**config.mk**
```make
export PLATFORM = sky130hd
export DESIGN_NAME = websocket_frame_deframer_top_flat
export DESIGN_NICKNAME = d
export VERILOG_FILES = /design/src/hdl/wsd_pkg.sv /design/src/hdl/wsd_byte_if.sv /design/src/hdl/wsd_result_if.sv /design/src/hdl/wsd_front.sv /design/src/hdl/wsd_queue.sv /design/src/hdl/wsd_back.sv /design/src/hdl/websocket_frame_deframer_top.sv /design/src/flat_wrapper.sv
export SDC_FILE = /design/constraint.sdc
export NUM_CORES = 1
export LEC_CHECK = 0
export BUFFER_PORTS_ARGS = -buffer_cell sky130_fd_sc_hd__buf_4
export CORE_UTILIZATION = 40
export CTS_BUF_LIST = sky130_fd_sc_hd__clkbuf_4 sky130_fd_sc_hd__clkbuf_8 sky130_fd_sc_hd__clkbuf_16
export CTS_CLUSTER_DIAMETER = 60
export CTS_CLUSTER_SIZE = 12
export DETAILED_ROUTE_END_ITERATION = 12
export GPL_TIMING_DRIVEN = 0
export REMOVE_ABC_BUFFERS = 1
export SETUP_SLACK_MARGIN = 0.2
export SLEW_MARGIN = 20
export SYNTH_ARGS = -nofsm -noshare
export SYNTH_HDL_FRONTEND = slang
export SYNTH_SLANG_ARGS = --single-unit
```
**constraint.sdc**
```tcl
create_clock -name clk -period 12.1 [get_ports clk]
set_clock_uncertainty 0.1 [all_clocks]
set_input_delay 2.42 -clock clk [delete_from_list [all_inputs] [get_ports clk]]
set_output_delay 2.42 -clock clk [all_outputs]
set_load 0.05 [all_outputs]
```
**src/hdl/wsd_pkg.sv**
```systemverilog
`default_nettype none
package wsd_pkg;

    typedef enum logic [2:0] {
        PH_FIRST = 3'd0,
        PH_LEN   = 3'd1,
        PH_EXT   = 3'd2,
        PH_MASK  = 3'd3,
        PH_DATA  = 3'd4
    } phase_t;

    typedef enum logic [1:0] {
        KIND_HEADER = 2'd0,
        KIND_DATA   = 2'd1,
        KIND_ERROR  = 2'd2
    } kind_t;

    localparam logic [7:0] OP_TEXT   = 8'h81;
    localparam logic [7:0] OP_BINARY = 8'h82;
    localparam logic [6:0] LEN_CODE_16 = 7'd126;
    localparam logic [6:0] LEN_CODE_64 = 7'd127;
    localparam logic [3:0] HEAD_SHORT = 4'd6;
    localparam logic [3:0] HEAD_MID   = 4'd8;
    localparam logic [3:0] HEAD_LONG  = 4'd14;
    localparam logic [3:0] KEY_BYTES  = 4'd4;

    localparam int QUEUE_DEPTH = 2;

    // one classified byte handed from the front to the back
    typedef struct packed {
        kind_t       kind;
        logic [7:0]  data;
        logic [31:0] key;
        logic [1:0]  lane;
        logic        text;
        logic [3:0]  head;
        logic [31:0] length;
        logic        last;
    } cmd_t;

endpackage
`default_nettype wire

```
**src/hdl/wsd_byte_if.sv**
```systemverilog
`default_nettype none
interface wsd_byte_if;
    logic       valid;
    logic       ready;
    logic [7:0] rx_byte;

    modport source (output valid, output rx_byte, input ready);
    modport sink   (input valid, input rx_byte, output ready);
endinterface
`default_nettype wire

```
**src/hdl/wsd_result_if.sv**
```systemverilog
`default_nettype none
interface wsd_result_if;
    logic        valid;
    logic        ready;
    logic [1:0]  kind;
    logic [7:0]  payload_out;
    logic        text_frame;
    logic [3:0]  head_bytes;
    logic [31:0] frame_length;
    logic        frame_last;

    modport source (output valid, output kind, output payload_out, output text_frame,
                    output head_bytes, output frame_length, output frame_last,
                    input ready);
    modport sink   (input valid, input kind, input payload_out, input text_frame,
                    input head_bytes, input frame_length, input frame_last,
                    output ready);
endinterface
`default_nettype wire

```
**src/hdl/wsd_front.sv**
```systemverilog
`default_nettype none
module wsd_front #(
    parameter int LENGTH_BITS = 32
) (
    input  wire logic          clk,
    input  wire logic          rst_n,
    wsd_byte_if.sink           in_ch,
    input  wire logic          space,
    output logic               push,
    output wsd_pkg::cmd_t      cmd
);
    import wsd_pkg::*;

    phase_t                   phase_reg, phase_next;
    logic [3:0]               count_reg, count_next;
    logic [6:0]               code_reg, code_next;
    logic [LENGTH_BITS-1:0]   accum_reg, accum_next;
    logic [31:0]              key_reg, key_next;
    logic [LENGTH_BITS-1:0]   left_reg, left_next;
    logic [1:0]               lane_reg, lane_next;
    logic                     text_reg, text_next;

    logic                     accept;
    logic [7:0]               b;
    logic [3:0]               head;
    logic [3:0]               count_inc;
    logic [LENGTH_BITS-1:0]   left_dec;
    logic [63:0]              accum_wide;

    assign in_ch.ready = space;
    assign accept      = in_ch.valid && space;
    assign b           = in_ch.rx_byte;
    assign count_inc   = count_reg + 4'd1;
    assign left_dec    = left_reg - LENGTH_BITS'(1);
    assign accum_wide  = 64'(accum_reg);

    always_comb
    begin
        if (code_reg == LEN_CODE_16)
            head = HEAD_MID;
        else if (code_reg == LEN_CODE_64)
            head = HEAD_LONG;
        else
            head = HEAD_SHORT;
    end

    always_ff @(posedge clk or negedge rst_n)
    begin
        if (!rst_n)
        begin
            phase_reg <= PH_FIRST;
            count_reg <= '0;
            code_reg  <= '0;
            accum_reg <= '0;
            key_reg   <= '0;
            left_reg  <= '0;
            lane_reg  <= '0;
            text_reg  <= 1'b0;
        end
        else if (accept)
        begin
            phase_reg <= phase_next;
            count_reg <= count_next;
            code_reg  <= code_next;
            accum_reg <= accum_next;
            key_reg   <= key_next;
            left_reg  <= left_next;
            lane_reg  <= lane_next;
            text_reg  <= text_next;
        end
    end

    always_comb
    begin
        phase_next = phase_reg;
        count_next = count_reg;
        code_next  = code_reg;
        accum_next = accum_reg;
        key_next   = key_reg;
        left_next  = left_reg;
        lane_next  = lane_reg;
        text_next  = text_reg;
        push       = 1'b0;
        cmd        = '0;
        cmd.kind   = KIND_HEADER;

        unique case (phase_reg)
            PH_LEN:
            begin
                code_next  = b[6:0];
                count_next = 4'd2;
                key_next   = '0;
                if (b[6:0] >= LEN_CODE_16)
                begin
                    accum_next = '0;
                    phase_next = PH_EXT;
                end
                else
                begin
                    accum_next = LENGTH_BITS'(b[6:0]);
                    phase_next = PH_MASK;
                end
            end
            PH_EXT:
            begin
                accum_next = {accum_reg[LENGTH_BITS-9:0], b};
                count_next = count_inc;
                if (count_inc >= head - KEY_BYTES)
                    phase_next = PH_MASK;
            end
            PH_MASK:
            begin
                key_next   = {key_reg[23:0], b};
                count_next = count_inc;
                if (count_inc >= head)
                begin
                    push       = accept;
                    cmd.kind   = KIND_HEADER;
                    cmd.text   = text_reg;
                    cmd.head   = head;
                    cmd.length = accum_wide[31:0];
                    cmd.last   = (accum_reg == '0);
                    left_next  = accum_reg;
                    lane_next  = '0;
                    count_next = '0;
                    phase_next = (accum_reg == '0) ? PH_FIRST : PH_DATA;
                end
            end
            PH_DATA:
            begin
                push       = accept;
                cmd.kind   = KIND_DATA;
                cmd.data   = b;
                cmd.key    = key_reg;
                cmd.lane   = lane_reg;
                cmd.text   = text_reg;
                cmd.last   = (left_dec == '0);
                left_next  = left_dec;
                lane_next  = lane_reg + 2'd1;
                if (left_dec == '0)
                    phase_next = PH_FIRST;
            end
            default:
            begin
                count_next = '0;
                if (b == OP_TEXT || b == OP_BINARY)
                begin
                    text_next  = (b == OP_TEXT);
                    count_next = 4'd1;
                    phase_next = PH_LEN;
                end
                else
                begin
                    phase_next = PH_FIRST;
                    push       = accept;
                    cmd.kind   = KIND_ERROR;
                    cmd.last   = 1'b1;
                end
            end
        endcase
    end

endmodule
`default_nettype wire

```
**src/hdl/wsd_queue.sv**
```systemverilog
`default_nettype none
module wsd_queue (
    input  wire logic          clk,
    input  wire logic          rst_n,
    input  wire logic          push,
    input  wsd_pkg::cmd_t      push_cmd,
    output logic               space,
    input  wire logic          pop,
    output logic               head_valid,
    output wsd_pkg::cmd_t      head_cmd
);
    import wsd_pkg::*;

    localparam int PTR_W = (QUEUE_DEPTH > 1) ? $clog2(QUEUE_DEPTH) : 1;
    localparam int CNT_W = $clog2(QUEUE_DEPTH + 1);

    cmd_t               entry_reg [QUEUE_DEPTH];
    logic [PTR_W-1:0]   wr_ptr_reg, wr_ptr_next;
    logic [PTR_W-1:0]   rd_ptr_reg, rd_ptr_next;
    logic [CNT_W-1:0]   count_reg, count_next;

    assign space      = (count_reg != CNT_W'(QUEUE_DEPTH));
    assign head_valid = (count_reg != '0);
    assign head_cmd   = entry_reg[rd_ptr_reg];

    always_comb
    begin
        wr_ptr_next = wr_ptr_reg;
        rd_ptr_next = rd_ptr_reg;
        count_next  = count_reg;
        if (push)
            wr_ptr_next = (wr_ptr_reg == PTR_W'(QUEUE_DEPTH - 1)) ? '0 : wr_ptr_reg + 1'b1;
        if (pop)
            rd_ptr_next = (rd_ptr_reg == PTR_W'(QUEUE_DEPTH - 1)) ? '0 : rd_ptr_reg + 1'b1;
        if (push && !pop)
            count_next = count_reg + 1'b1;
        else if (pop && !push)
            count_next = count_reg - 1'b1;
    end

    always_ff @(posedge clk or negedge rst_n)
    begin
        if (!rst_n)
        begin
            wr_ptr_reg <= '0;
            rd_ptr_reg <= '0;
            count_reg  <= '0;
        end
        else
        begin
            wr_ptr_reg <= wr_ptr_next;
            rd_ptr_reg <= rd_ptr_next;
            count_reg  <= count_next;
        end
    end

    always_ff @(posedge clk)
    begin
        if (push)
            entry_reg[wr_ptr_reg] <= push_cmd;
    end

    a_no_overflow: assert property (@(posedge clk) disable iff (!rst_n)
        push |-> space)
        else $error("queue written while full");

    a_no_underflow: assert property (@(posedge clk) disable iff (!rst_n)
        pop |-> head_valid)
        else $error("queue read while empty");

    a_count_bound: assert property (@(posedge clk) disable iff (!rst_n)
        count_reg <= CNT_W'(QUEUE_DEPTH))
        else $error("queue count out of range");

    a_count_track: assert property (@(posedge clk) disable iff (!rst_n)
        (push && !pop) |=> (count_reg == $past(count_reg) + 1'b1))
        else $error("queue count missed a transfer");

endmodule
`default_nettype wire

```
**src/hdl/wsd_back.sv**
```systemverilog
`default_nettype none
module wsd_back (
    input  wire logic          clk,
    input  wire logic          rst_n,
    input  wire logic          head_valid,
    input  wsd_pkg::cmd_t      head_cmd,
    output logic               pop,
    wsd_result_if.source       out_ch
);
    import wsd_pkg::*;

    logic        valid_reg;
    logic [1:0]  kind_reg;
    logic [7:0]  payload_reg;
    logic        text_reg;
    logic [3:0]  head_reg;
    logic [31:0] length_reg;
    logic        last_reg;

    logic [7:0]  key_byte;
    logic [7:0]  payload_next;

    always_comb
    begin
        case (head_cmd.lane)
            2'd0:    key_byte = head_cmd.key[31:24];
            2'd1:    key_byte = head_cmd.key[23:16];
            2'd2:    key_byte = head_cmd.key[15:8];
            default: key_byte = head_cmd.key[7:0];
        endcase
        payload_next = (head_cmd.kind == KIND_DATA) ? (head_cmd.data ^ key_byte) : 8'h00;
    end

    assign pop = head_valid && (!valid_reg || out_ch.ready);

    always_ff @(posedge clk or negedge rst_n)
    begin
        if (!rst_n)
            valid_reg <= 1'b0;
        else if (!valid_reg || out_ch.ready)
            valid_reg <= head_valid;
    end

    always_ff @(posedge clk)
    begin
        if (pop)
        begin
            kind_reg    <= head_cmd.kind;
            payload_reg <= payload_next;
            text_reg    <= head_cmd.text;
            head_reg    <= head_cmd.head;
            length_reg  <= head_cmd.length;
            last_reg    <= head_cmd.last;
        end
    end

    assign out_ch.valid        = valid_reg;
    assign out_ch.kind         = kind_reg;
    assign out_ch.payload_out  = payload_reg;
    assign out_ch.text_frame   = text_reg;
    assign out_ch.head_bytes   = head_reg;
    assign out_ch.frame_length = length_reg;
    assign out_ch.frame_last   = last_reg;

    a_error_fields: assert property (@(posedge clk) disable iff (!rst_n)
        (valid_reg && kind_reg == KIND_ERROR) |->
            (last_reg && payload_reg == 8'h00 && head_reg == 4'd0 && !text_reg))
        else $error("error transfer carries stray fields");

    a_data_fields: assert property (@(posedge clk) disable iff (!rst_n)
        (valid_reg && kind_reg == KIND_DATA) |->
            (head_reg == 4'd0 && length_reg == 32'd0))
        else $error("payload transfer carries header fields");

endmodule
`default_nettype wire

```
**src/hdl/websocket_frame_deframer_top.sv**
```systemverilog
`default_nettype none
// Deframes a received byte stream: header parse, mask key capture, payload unmask.
// A result is held first in a queue entry, written when the byte that causes it is transferred,
// then in the output register, loaded from the queue head when the output register is free.
// Throughput: one byte per cycle; a stalled output fills the two-entry queue, then in.ready drops.
// Reset (rst_n, async, active low): parser waits for a first byte, queue and output empty.
module websocket_frame_deframer_top #(
    parameter int LENGTH_BITS = 32
) (
    input  wire logic       clk,
    input  wire logic       rst_n,
    wsd_byte_if.sink        in_ch,
    wsd_result_if.source    out_ch
);
    import wsd_pkg::*;

    logic  push;
    cmd_t  push_cmd;
    logic  space;
    logic  pop;
    logic  head_valid;
    cmd_t  head_cmd;

    wsd_front #(
        .LENGTH_BITS (LENGTH_BITS)
    ) u_front (
        .clk   (clk),
        .rst_n (rst_n),
        .in_ch (in_ch),
        .space (space),
        .push  (push),
        .cmd   (push_cmd)
    );

    wsd_queue u_queue (
        .clk        (clk),
        .rst_n      (rst_n),
        .push       (push),
        .push_cmd   (push_cmd),
        .space      (space),
        .pop        (pop),
        .head_valid (head_valid),
        .head_cmd   (head_cmd)
    );

    wsd_back u_back (
        .clk        (clk),
        .rst_n      (rst_n),
        .head_valid (head_valid),
        .head_cmd   (head_cmd),
        .pop        (pop),
        .out_ch     (out_ch)
    );

endmodule
`default_nettype wire
```
**src/flat_wrapper.sv**
```systemverilog
// flat-port wrapper written by rule: the top's interface ports become plain ports
module websocket_frame_deframer_top_flat import wsd_pkg::*;
#(
    parameter int LENGTH_BITS = 32
)
  (clk, rst_n, in_ch_valid, in_ch_rx_byte, in_ch_ready, out_ch_valid, out_ch_kind, out_ch_payload_out, out_ch_text_frame, out_ch_head_bytes, out_ch_frame_length, out_ch_frame_last, out_ch_ready);
  wsd_byte_if in_ch_i ();
  wsd_result_if out_ch_i ();
  input  wire logic clk;
  input  wire logic rst_n;
  input wire logic [$bits(in_ch_i.valid)-1:0] in_ch_valid;
  input wire logic [$bits(in_ch_i.rx_byte)-1:0] in_ch_rx_byte;
  output wire logic [$bits(in_ch_i.ready)-1:0] in_ch_ready;
  output wire logic [$bits(out_ch_i.valid)-1:0] out_ch_valid;
  output wire logic [$bits(out_ch_i.kind)-1:0] out_ch_kind;
  output wire logic [$bits(out_ch_i.payload_out)-1:0] out_ch_payload_out;
  output wire logic [$bits(out_ch_i.text_frame)-1:0] out_ch_text_frame;
  output wire logic [$bits(out_ch_i.head_bytes)-1:0] out_ch_head_bytes;
  output wire logic [$bits(out_ch_i.frame_length)-1:0] out_ch_frame_length;
  output wire logic [$bits(out_ch_i.frame_last)-1:0] out_ch_frame_last;
  input wire logic [$bits(out_ch_i.ready)-1:0] out_ch_ready;
  assign in_ch_i.valid = in_ch_valid;
  assign in_ch_i.rx_byte = in_ch_rx_byte;
  assign in_ch_ready = in_ch_i.ready;
  assign out_ch_valid = out_ch_i.valid;
  assign out_ch_kind = out_ch_i.kind;
  assign out_ch_payload_out = out_ch_i.payload_out;
  assign out_ch_text_frame = out_ch_i.text_frame;
  assign out_ch_head_bytes = out_ch_i.head_bytes;
  assign out_ch_frame_length = out_ch_i.frame_length;
  assign out_ch_frame_last = out_ch_i.frame_last;
  assign out_ch_i.ready = out_ch_ready;
  websocket_frame_deframer_top #(.LENGTH_BITS(LENGTH_BITS)) u_core (.clk(clk), .rst_n(rst_n), .in_ch(in_ch_i), .out_ch(out_ch_i));
endmodule
```
==> impl_metrics.tcl, run 1 <==
set metrics [dict create \
    outcome "completed" \
    min_period_ns 4.68 \
    clkSinkCount 324 \
    r2r.worst_path.cells 7 \
    leakagePower_uw 0.00627 \
    seq_area_frac_synth_pct 64.8 \
    fp.dieH_um 190 \
    ys_ff_latch 324 \
    maxSlewViolCount 0 \
    power_density_nw_per_um2 272 \
    die_area_um2 36000 \
    initial_utilization_pct 40.8 \
    rows 68 \
    grt_max_degree 68 \
    cts_buffer_depth 3 \
    finalSetupViolCount 0 \
    post_cts_buffers 0 \
    grt_pass1_vias 9008 \
    worstHoldEndpoint "u_core.u_front.key_reg[29]" \
    hpwl_um 19800 \
    wl_per_cell_um 18.7 \
    ctsResizeCount 0 \
    coreArea_um2 34600 \
    track_usage_pct 17.8 \
    synth_cell_types 68 \
    relSlewSlack_pct 33.7 \
    cts.reportedPaths.clkPinSlew_ns 0.06 \
    crit_start "in_ch_rx_byte[6]" \
    whs_path_depth 2 \
    cp-end-kind "flip-flop" \
    yosys.area.top_type "edfxtp_1" \
    ir_drop_v 0.000143 \
    synth_top_cell_area_share_pct 43.8 \
    nNetsFinal 1203 \
    cts_tree "done" \
    diodes 0 \
    hold_path_class "reg -> reg" \
    synth-edff-count 206 \
    htreeDepth 2 \
    syn-cell-area_um2 14100 \
    boundaryPins 62 \
    drive_gt1_share_pct 17.7 \
    hold_buffers 0 \
    synth_top_flop_cell "edfxtp_1" \
    largest_reg_flops 160 \
    period_share_pct 38.7 \
    vias 9125 \
    ys_warn_count 0 \
    ant_nets 0 \
    nFillCells 3069 \
    setup_tns_ns 0 \
    grt_pass1_wl_um 50600 \
    yosys-top-cells-area "edfxtp_1 (44%), dfrtp_1 (21%), mux2_2 (3.8%)" \
    grt_overflow 0 \
    cp_data_required_time_ns 12.20 \
    gp_congestion 0.845 \
    dr.pass1.iters 5 \
    timing.rr.end "u_core.u_front.left_reg[29]" \
    pre_cts_ws_ns 6.88 \
    area.growth.synth_to_final_pct 15.8 \
    r2r_setup_slack_ns 7.95 \
    avgSynthCellArea_um2 12.4 \
    hold_viol_final 0 \
    cts_root_buf "clkbuf_16" \
    worstSetupPathType "in -> reg" \
    start_kind "primary input" \
    ys_async_sr_fraction_pct 36.4 \
    clock.fmax_mhz 214 \
    synthCells 1142 \
    tightest_slew_ns 0.967 \
    insertion_delay_ns 0.50 \
    final_common_cell "edfxtp_1" \
    reg2reg_from "u_core.u_front.phase_reg[1]" \
    route.detailed.drc 0 \
    final_cell_mix "edfxtp_1 (206), nand2_1 (118), dfrtp_1 (115)" \
    grt_setup_unrepaired "no" \
    routed_via_density 5.50 \
    worstHoldStart "u_core.u_front.key_reg[29]" \
    cp_max_fo 25 \
    cp.arrival_ns 4.78 \
    drv_cap 0 \
    io_buffers 60 \
    drt-total-wl_um 31100 \
    chipWidth_um 190 \
    drtIter0Drc 585 \
    antenna_found_initial 0 \
    cts_made_buffers 34 \
    fin_ws_ns 7.42 \
]
-- kinds of logic after synthesis --
logic type | count (synthesis) | share of synthesized area [%]
XOR/XNOR | 24 | 1.49
AND/OR/NAND/NOR | 395 | 14.6
multiplexers | 60 | 4.67
flip-flops | 324 | 64.8
buffers and inverters | 77 | 2.33
adder cells (fa/ha/maj) | 9 | 0.798
other | 1 | 0.0266
AO/OA/AOI/OAI | 252 | 11.3
-- routing by layer --
layer,wire length (µm),track usage [%],up-vias
met5,0,0,-
met3,1370,2.40,34
met4,463,4.62,0
met2,14200,27.4,221
met1,15100,26.5,4540
li1,-,-,4330
-- cell usage after synthesis, drive strengths merged (21+ instances only) --
master / instances
a22o: 32
dfrtp: 118
nand3: 25
o21ai: 88
nor2: 73
mux2: 47
and3: 45
clkbuf: 53
a21oi: 51
nor3: 21
nand2: 121
edfxtp: 206
a22oi: 21
and2: 35
nor4: 22
-- report_power, final --
group	internal (µW)	switching (µW)
Combinational	576	960
Sequential	1570	295
Clock	623	407
-- final cells by class --
cell class,instances,area [µm²],share of cell area (%)
clock buffer,54,1020,6.23
clock inverter,5,85.1,0.521
inverter,8,30.0,0.184
multi-input combinational,741,4700,28.8
sequential,324,9150,56.0
tap,455,569,3.48
timing repair buffer,73,786,4.81
-- metrics by stage --
step / cell area, µm² / std cells / utilization, % / hold WS (ns) / total power, µW
CTS: 16300 / 1660 / 47.2 / 0.379 / 4480
global route: 16300 / 1660 / 47.2 / 0.402 / 4700
detailed placement: 15200 / 1601 / 44.0 / 0.366 / 3430
finish: 16300 / 1660 / 47.2 / 0.375 / 4440
floorplan: 13800 / 1073 / - / 0.342 / 2870
global placement: 14800 / 1588 / 42.8 / 0.356 / 3340
-- worst max-delay path, cell delays in order --
cell and delay, ns:
buf_4 0.14, nor4_1 0.07, nand3b_1 0.13, nor2_1 0.16
nand2_1 0.15, a21oi_1 0.08, nor3b_1 0.50, nor2b_4 0.65
buf_16 0.24, buf_12 0.20
-- worst max path at each step --
stage,end,slack (ns),depth (start not counted)
global route,u_core.u_front.accum_reg[3],7.21,9
detailed placement,u_core.u_queue.entry_reg[0][42],6.88,10
finish,u_core.u_queue.entry_reg[0][79],7.42,10
CTS,u_core.u_queue.entry_reg[0][40],7.40,10
floorplan,u_core.u_queue.entry_reg[0][0],4.63,7
global placement,u_core.u_queue.entry_reg[0][8],1.68,8
Power figures use the tool's default switching activity.
==> inputs of run 2 (changes only) <==
--- a/config.mk
+++ b/config.mk
@@ -5,6 +5,7 @@
 export SDC_FILE = /design/constraint.sdc
 export NUM_CORES = 1
 export LEC_CHECK = 0
+export ABC_AREA = 1
 export BUFFER_PORTS_ARGS = -buffer_cell sky130_fd_sc_hd__buf_4
 export CORE_UTILIZATION = 40
 export CTS_BUF_LIST = sky130_fd_sc_hd__clkbuf_4 sky130_fd_sc_hd__clkbuf_8 sky130_fd_sc_hd__clkbuf_16
==> constraint.sdc (replaced) <==
create_clock -name clk -period 4.8 [get_ports clk]
set_clock_uncertainty 0.1 [all_clocks]
set_input_delay 0.96 -clock clk [delete_from_list [all_inputs] [get_ports clk]]
set_output_delay 0.96 -clock clk [all_outputs]
set_load 0.05 [all_outputs]
==> impl_metrics.tcl, run 2 <==
set metrics [dict create \
    outcome "completed" \
    synth_top_cell_area_share_pct 43.7 \
    track_usage_pct 19.1 \
    drv_cap 0 \
    cp_max_fo 45 \
    rows 68 \
    multi_input_area_um2 4330 \
    fin_ws_ns 0.511 \
    diodes 0 \
    initial_utilization_pct 40.8 \
    fin_util_pct 47.9 \
    cts_buffer_depth 3 \
    grt_pass1_vias 9802 \
    io_buffers 60 \
    nFillCells 3221 \
    hold_path_class "in -> async" \
    min_period_ns 4.29 \
    cp-end-kind "flip-flop" \
    grt_pass1_wl_um 53800 \
    tightest_slew_ns 0.957 \
    drt-total-wl_um 33500 \
    pre_cts_ws_ns -0.412 \
    wl_per_cell_um 16.9 \
    ys_async_sr_fraction_pct 36.4 \
    period_share_pct 89.4 \
    finalSetupViolCount 0 \
    synth_top_flop_cell "edfxtp_1" \
    seq_area_frac_synth_pct 64.6 \
    gp_congestion 0.869 \
    hpwl_um 22000 \
    antenna_found_initial 0 \
    chipWidth_um 190 \
    largest_reg_flops 160 \
    yosys-top-cells-area "edfxtp_1 (44%), dfrtp_1 (21%), nand2_1 (11%)" \
    nNetsFinal 1517 \
    maxSlewViolCount 0 \
    clkSinkCount 324 \
    final_cell_mix "nand2_1 (416), edfxtp_1 (206), nor2_1 (161)" \
    relSlewSlack_pct 36.0 \
    dr.pass1.iters 5 \
    power_density_nw_per_um2 712 \
    r2r_setup_slack_ns 0.51 \
    cts_root_buf "clkbuf_16" \
    cts.reportedPaths.clkPinSlew_ns 0.06 \
    boundaryPins 62 \
    route.detailed.drc 0 \
    hold_viol_final 0 \
    synthCells 1435 \
    coreArea_um2 34600 \
    seqCellArea_um2 9140 \
    leakagePower_uw 0.00703 \
    yosys.area.top_type "edfxtp_1" \
    cts_made_buffers 34 \
    drive_gt1_share_pct 12.4 \
    ys_warn_count 0 \
    vias 10014 \
    synth_cell_types 41 \
    synth_common_cells "nand2_1 (419), edfxtp_1 (206), nor2_1 (164), inv_1 (134), dfrtp_1 (118)" \
    ir_drop_v 0.000400 \
    die_area_um2 36100 \
    ant_nets 0 \
    final_common_cell "nand2_1" \
    insertion_delay_ns 0.51 \
    cp_data_required_time_ns 4.92 \
    ys_ff_latch 324 \
    synthMostInstantiatedCell "nand2_1" \
    synth-edff-count 206 \
    cts_tree "done" \
    area.growth.synth_to_final_pct 17.2 \
    grt_overflow 0 \
    avgSynthCellArea_um2 9.85 \
    cp.arrival_ns 4.41 \
    htreeDepth 2 \
    fp.dieH_um 190 \
    start_kind "flip-flop" \
    grt_max_degree 68 \
    syn-cell-area_um2 14100 \
    drtIter0Drc 560 \
    clock.fmax_mhz 233 \
    grt_setup_unrepaired "no" \
    routed_via_density 5.07 \
    worstSetupPathType "reg -> reg" \
]
run 2: changes by cell type in the layout (fill, tap and decap cells not counted), moves of 33 or more:
cell,previous run,this run
nand2_1,118,416
inv_1,6,134
nor2_1,70,161
mux2_2,47,0
and3_1,44,0
and2_1,33,0
run 2: what timing repair did:
action	in CTS	in global routing
endpoints found under the setup margin	160	74
pin swaps	0	1
buffers inserted	0	1
hold buffers	0	0
resized for setup	4	4
run 2: worst max-delay path, stage by stage, from the launching register on:
cell      delay (ns)
dfrtp_1         0.35
inv_1           0.04
nor4_1          0.41
inv_1           0.15
nor2_1          0.20
inv_1           0.09
ha_1            0.28
nand2_1         0.05
nand2_1         0.08
a21oi_1         0.08
o21bai_2        0.26
nand2_4         0.24
nand2_1         0.23
nand2_8         0.23
inv_8           0.24
a31oi_4         0.09
nor2_4          0.24
buf_12          0.21
buf_12          0.20
buf_16          0.18
run 2: area by class of cell:
cell class                 instances  area share (%)
sequential                       324            55.2
multi-input combinational        917            26.2
inverter                         141            3.27
tap                              455            3.43
timing repair buffer              78            5.22
clock inverter                     5           0.521
clock buffer                      56            6.24
run 2: power by group:
group | switching [µW] | internal [µW] | total (µW)
Sequential | 558 | 4130 | 4690
Combinational | 3150 | 1330 | 4470
Clock | 1050 | 1590 | 2640
Total | 4750 | 7050 | 11800
run 2: metal layers:
| layer | vias to the layer above | global-route usage, % | share of wire, % |
|---|---|---|---|
| met5 | - | 0 | 0 |
| met4 | 0 | 5.99 | 2.9 |
| met3 | 70 | 2.62 | 3.7 |
| met2 | 195 | 32.5 | 49 |
| met1 | 4826 | 25.1 | 44 |
| li1 | 4923 | - | - |
run 2: cell families (layout without fill, tap and decap cells):
family	Yosys count	count (layout)	synth area share (%)
simple gates	693	693	20.3
flops	324	324	64.6
compound gates	198	198	7.89
buf+inv	194	280	5.27
fa+ha+maj	9	9	0.796
xor+xnor	8	8	0.496
mux	8	8	0.566
other cells	1	1	0.0265
run 2: final timing paths:
check                                           start                               to  depth (start not counted)
setup reg to reg           u_core.u_front.code_reg[6]  u_core.u_queue.entry_reg[1][59]                         19
hold / removal                                  rst_n     u_core.u_front.accum_reg[27]                          1
min in group clk              u_core.u_front.text_reg          u_core.u_front.text_reg                          2
setup / recovery           u_core.u_front.code_reg[6]  u_core.u_queue.entry_reg[1][59]                         19
hold reg to reg               u_core.u_front.text_reg          u_core.u_front.text_reg                          2
max in group asynchronous                       rst_n        u_core.u_queue.rd_ptr_reg                          2
run 2: per-stage QoR:
| step | std cells | instance area (µm²) | hold WS [ns] | total power [µW] | setup TNS (ns) |
|---|---|---|---|---|---|
| after global routing | 1976 | 16600 | 0.361 | 12600 | 0 |
| after global placement | 1897 | 14900 | 0.364 | 9040 | -1215.10 |
| after detailed placement | 1914 | 15400 | 0.366 | 9210 | -23.21 |
| after CTS | 1975 | 16500 | 0.333 | 11900 | 0 |
| after floorplan | 1382 | 13900 | 0.346 | 7590 | -366.81 |
| final | 1976 | 16600 | 0.308 | 11800 | 0 |
==> inputs of run 3 (changes only) <==
--- a/config.mk
+++ b/config.mk
@@ -7,7 +7,7 @@
 export LEC_CHECK = 0
 export ABC_AREA = 1
 export BUFFER_PORTS_ARGS = -buffer_cell sky130_fd_sc_hd__buf_4
-export CORE_UTILIZATION = 40
+export CORE_UTILIZATION = 45
 export CTS_BUF_LIST = sky130_fd_sc_hd__clkbuf_4 sky130_fd_sc_hd__clkbuf_8 sky130_fd_sc_hd__clkbuf_16
 export CTS_CLUSTER_DIAMETER = 60
 export CTS_CLUSTER_SIZE = 12
==> impl_metrics.tcl, run 3 (same netlist as run 2, synthesis figures left out) <==
set metrics [dict create \
    drtIter0Drc 621 \
    boundaryPins 62 \
    io_buffers 60 \
    final_common_cell "nand2_1" \
    initial_utilization_pct 46.0 \
    grt_setup_unrepaired "no" \
    grt_max_degree 64 \
    start_kind "flip-flop" \
    diodes 0 \
    seqCellArea_um2 9140 \
    maxSlewViolCount 0 \
    cp_data_required_time_ns 5.07 \
    period_share_pct 82.5 \
    dr.pass1.iters 11 \
    vias 10082 \
    cp-end-kind "flip-flop" \
    hold_viol_final 0 \
    nNetsFinal 1523 \
    worstSetupPathType "reg -> reg" \
    relSlewSlack_pct 25.2 \
    grt_pass1_wl_um 52800 \
    clkSinkCount 324 \
    min_period_ns 3.96 \
    gp_congestion 0.869 \
    wl_per_cell_um 17.2 \
    route.detailed.drc 2 \
    chipWidth_um 179 \
    leakagePower_uw 0.00707 \
    cp_max_fo 45 \
    cts_made_buffers 34 \
    grt_pass1_vias 9924 \
    hold_path_class "in -> async" \
    setup_tns_ns 0 \
    largest_reg_flops 160 \
    finalSetupViolCount 0 \
    grt_overflow 0 \
    outcome "complete, but fails checks" \
    routed_via_density 5.24 \
    cts_tree "done" \
    nFillCells 2756 \
    htreeDepth 2 \
    hold_buffers 0 \
    fp.dieH_um 179 \
    tightest_slew_ns 1.12 \
    area.growth.synth_to_final_pct 17.4 \
    finish.instance_area_um2 16600 \
    hpwl_um 21400 \
    multi_input_area_um2 4340 \
    cp.arrival_ns 4.23 \
    violations "design-rule violations" \
    die_area_um2 32100 \
    cts.reportedPaths.clkPinSlew_ns 0.06 \
    power_density_nw_per_um2 713 \
    coreArea_um2 30700 \
    drv_cap 0 \
    track_usage_pct 21.5 \
    drive_gt1_share_pct 12.7 \
    dpl_cell_area_um2 15400 \
    insertion_delay_ns 0.51 \
    total_power_uw 11800 \
    cts_root_buf "clkbuf_16" \
    final_cell_mix "nand2_1 (417), edfxtp_1 (206), nor2_1 (161)" \
    clock.fmax_mhz 253 \
    rows 64 \
    drt-total-wl_um 33100 \
    ir_drop_v 0.000313 \
    cts_buffer_depth 3 \
    antenna_found_initial 0 \
    ant_nets 0 \
]
[run 3: cell count changes in the layout (fill, tap and decap cells not counted), sizes merged]
cell	before	now
clkinv	0	2
clkbuf	56	58
bufinv	2	1
buf	78	83
nand2	430	431
inv	144	142
[run 3: final timing paths]
kind / startpoint / to / slack (ns) / cells after the start
max reg2reg: u_core.u_front.code_reg[6] / u_core.u_queue.count_reg[1] / 0.84 / 20
min reg2reg: u_core.u_queue.count_reg[0] / u_core.u_queue.count_reg[0] / 0.38 / 1
min: rst_n / u_core.u_front.left_reg[22] / 0.32 / 1
min in group clk: u_core.u_queue.count_reg[0] / u_core.u_queue.count_reg[0] / 0.38 / 1
max in group asynchronous: rst_n / u_core.u_queue.rd_ptr_reg / 3.56 / 2
max: u_core.u_front.code_reg[6] / u_core.u_queue.count_reg[1] / 0.84 / 20
[run 3: repair_timing]
item,4_1_cts,5_1_grt
pin swaps,2,0
buffers inserted,4,3
cloned,1,0
resized for setup,4,3
hold endpoints to repair,0,0
setup endpoints to repair,163,162
[run 3: power breakdown]
| part | internal, µW | switching (µW) |
|---|---|---|
| clock | 1600 | 1040 |
| combinational | 1380 | 3160 |
| sequential | 4130 | 525 |
| total | 7110 | 4720 |
[run 3: worst max-delay path: stages, from the launching register on]
cell      delay, ns
dfrtp_1        0.36
inv_1          0.06
nor4_2         0.34
inv_1          0.12
nor2_1         0.19
inv_1          0.10
ha_1           0.29
nand2_1        0.07
nand2_1        0.06
a21oi_1        0.17
o21bai_2       0.18
nand2_4        0.13
nand2_1        0.13
nand2_8        0.27
inv_4          0.19
a31oi_4        0.30
inv_1          0.08
ha_1           0.31
a21oi_1        0.11
o21ai_0        0.11
xor2_1         0.16
[run 3: stage by stage]
stage | hold slack [ns] | setup slack (ns) | util [%] | std cells
floorplan | 0.346 | -2.29 | - | 1382
global placement | 0.363 | -6.94 | 48.4 | 1838
detailed placement | 0.367 | -0.739 | 49.9 | 1854
CTS | 0.329 | 0.227 | 53.8 | 1921
global route | 0.348 | 0.440 | 54.0 | 1924
finish | 0.316 | 0.841 | 54.0 | 1924
[run 3: final cells by class]
type                    instances  area share (%)
clock inverters                 4           0.309
well taps                     396            2.99
repair buffers                 83            5.68
flip-flops and latches        324            55.1
inverters                     141            3.23
clock buffers                  58            6.53
multi-input cells             918            26.2
[run 3: layer usage]
layer	track usage, %	share of wire, %	up-vias	wire length [µm]
met1	27.7	43	4881	14400
li1	-	-	4934	-
met2	37.5	50	205	16500
met4	6.65	2.5	0	834
met3	2.95	4.0	62	1330
met5	0	0	-	0
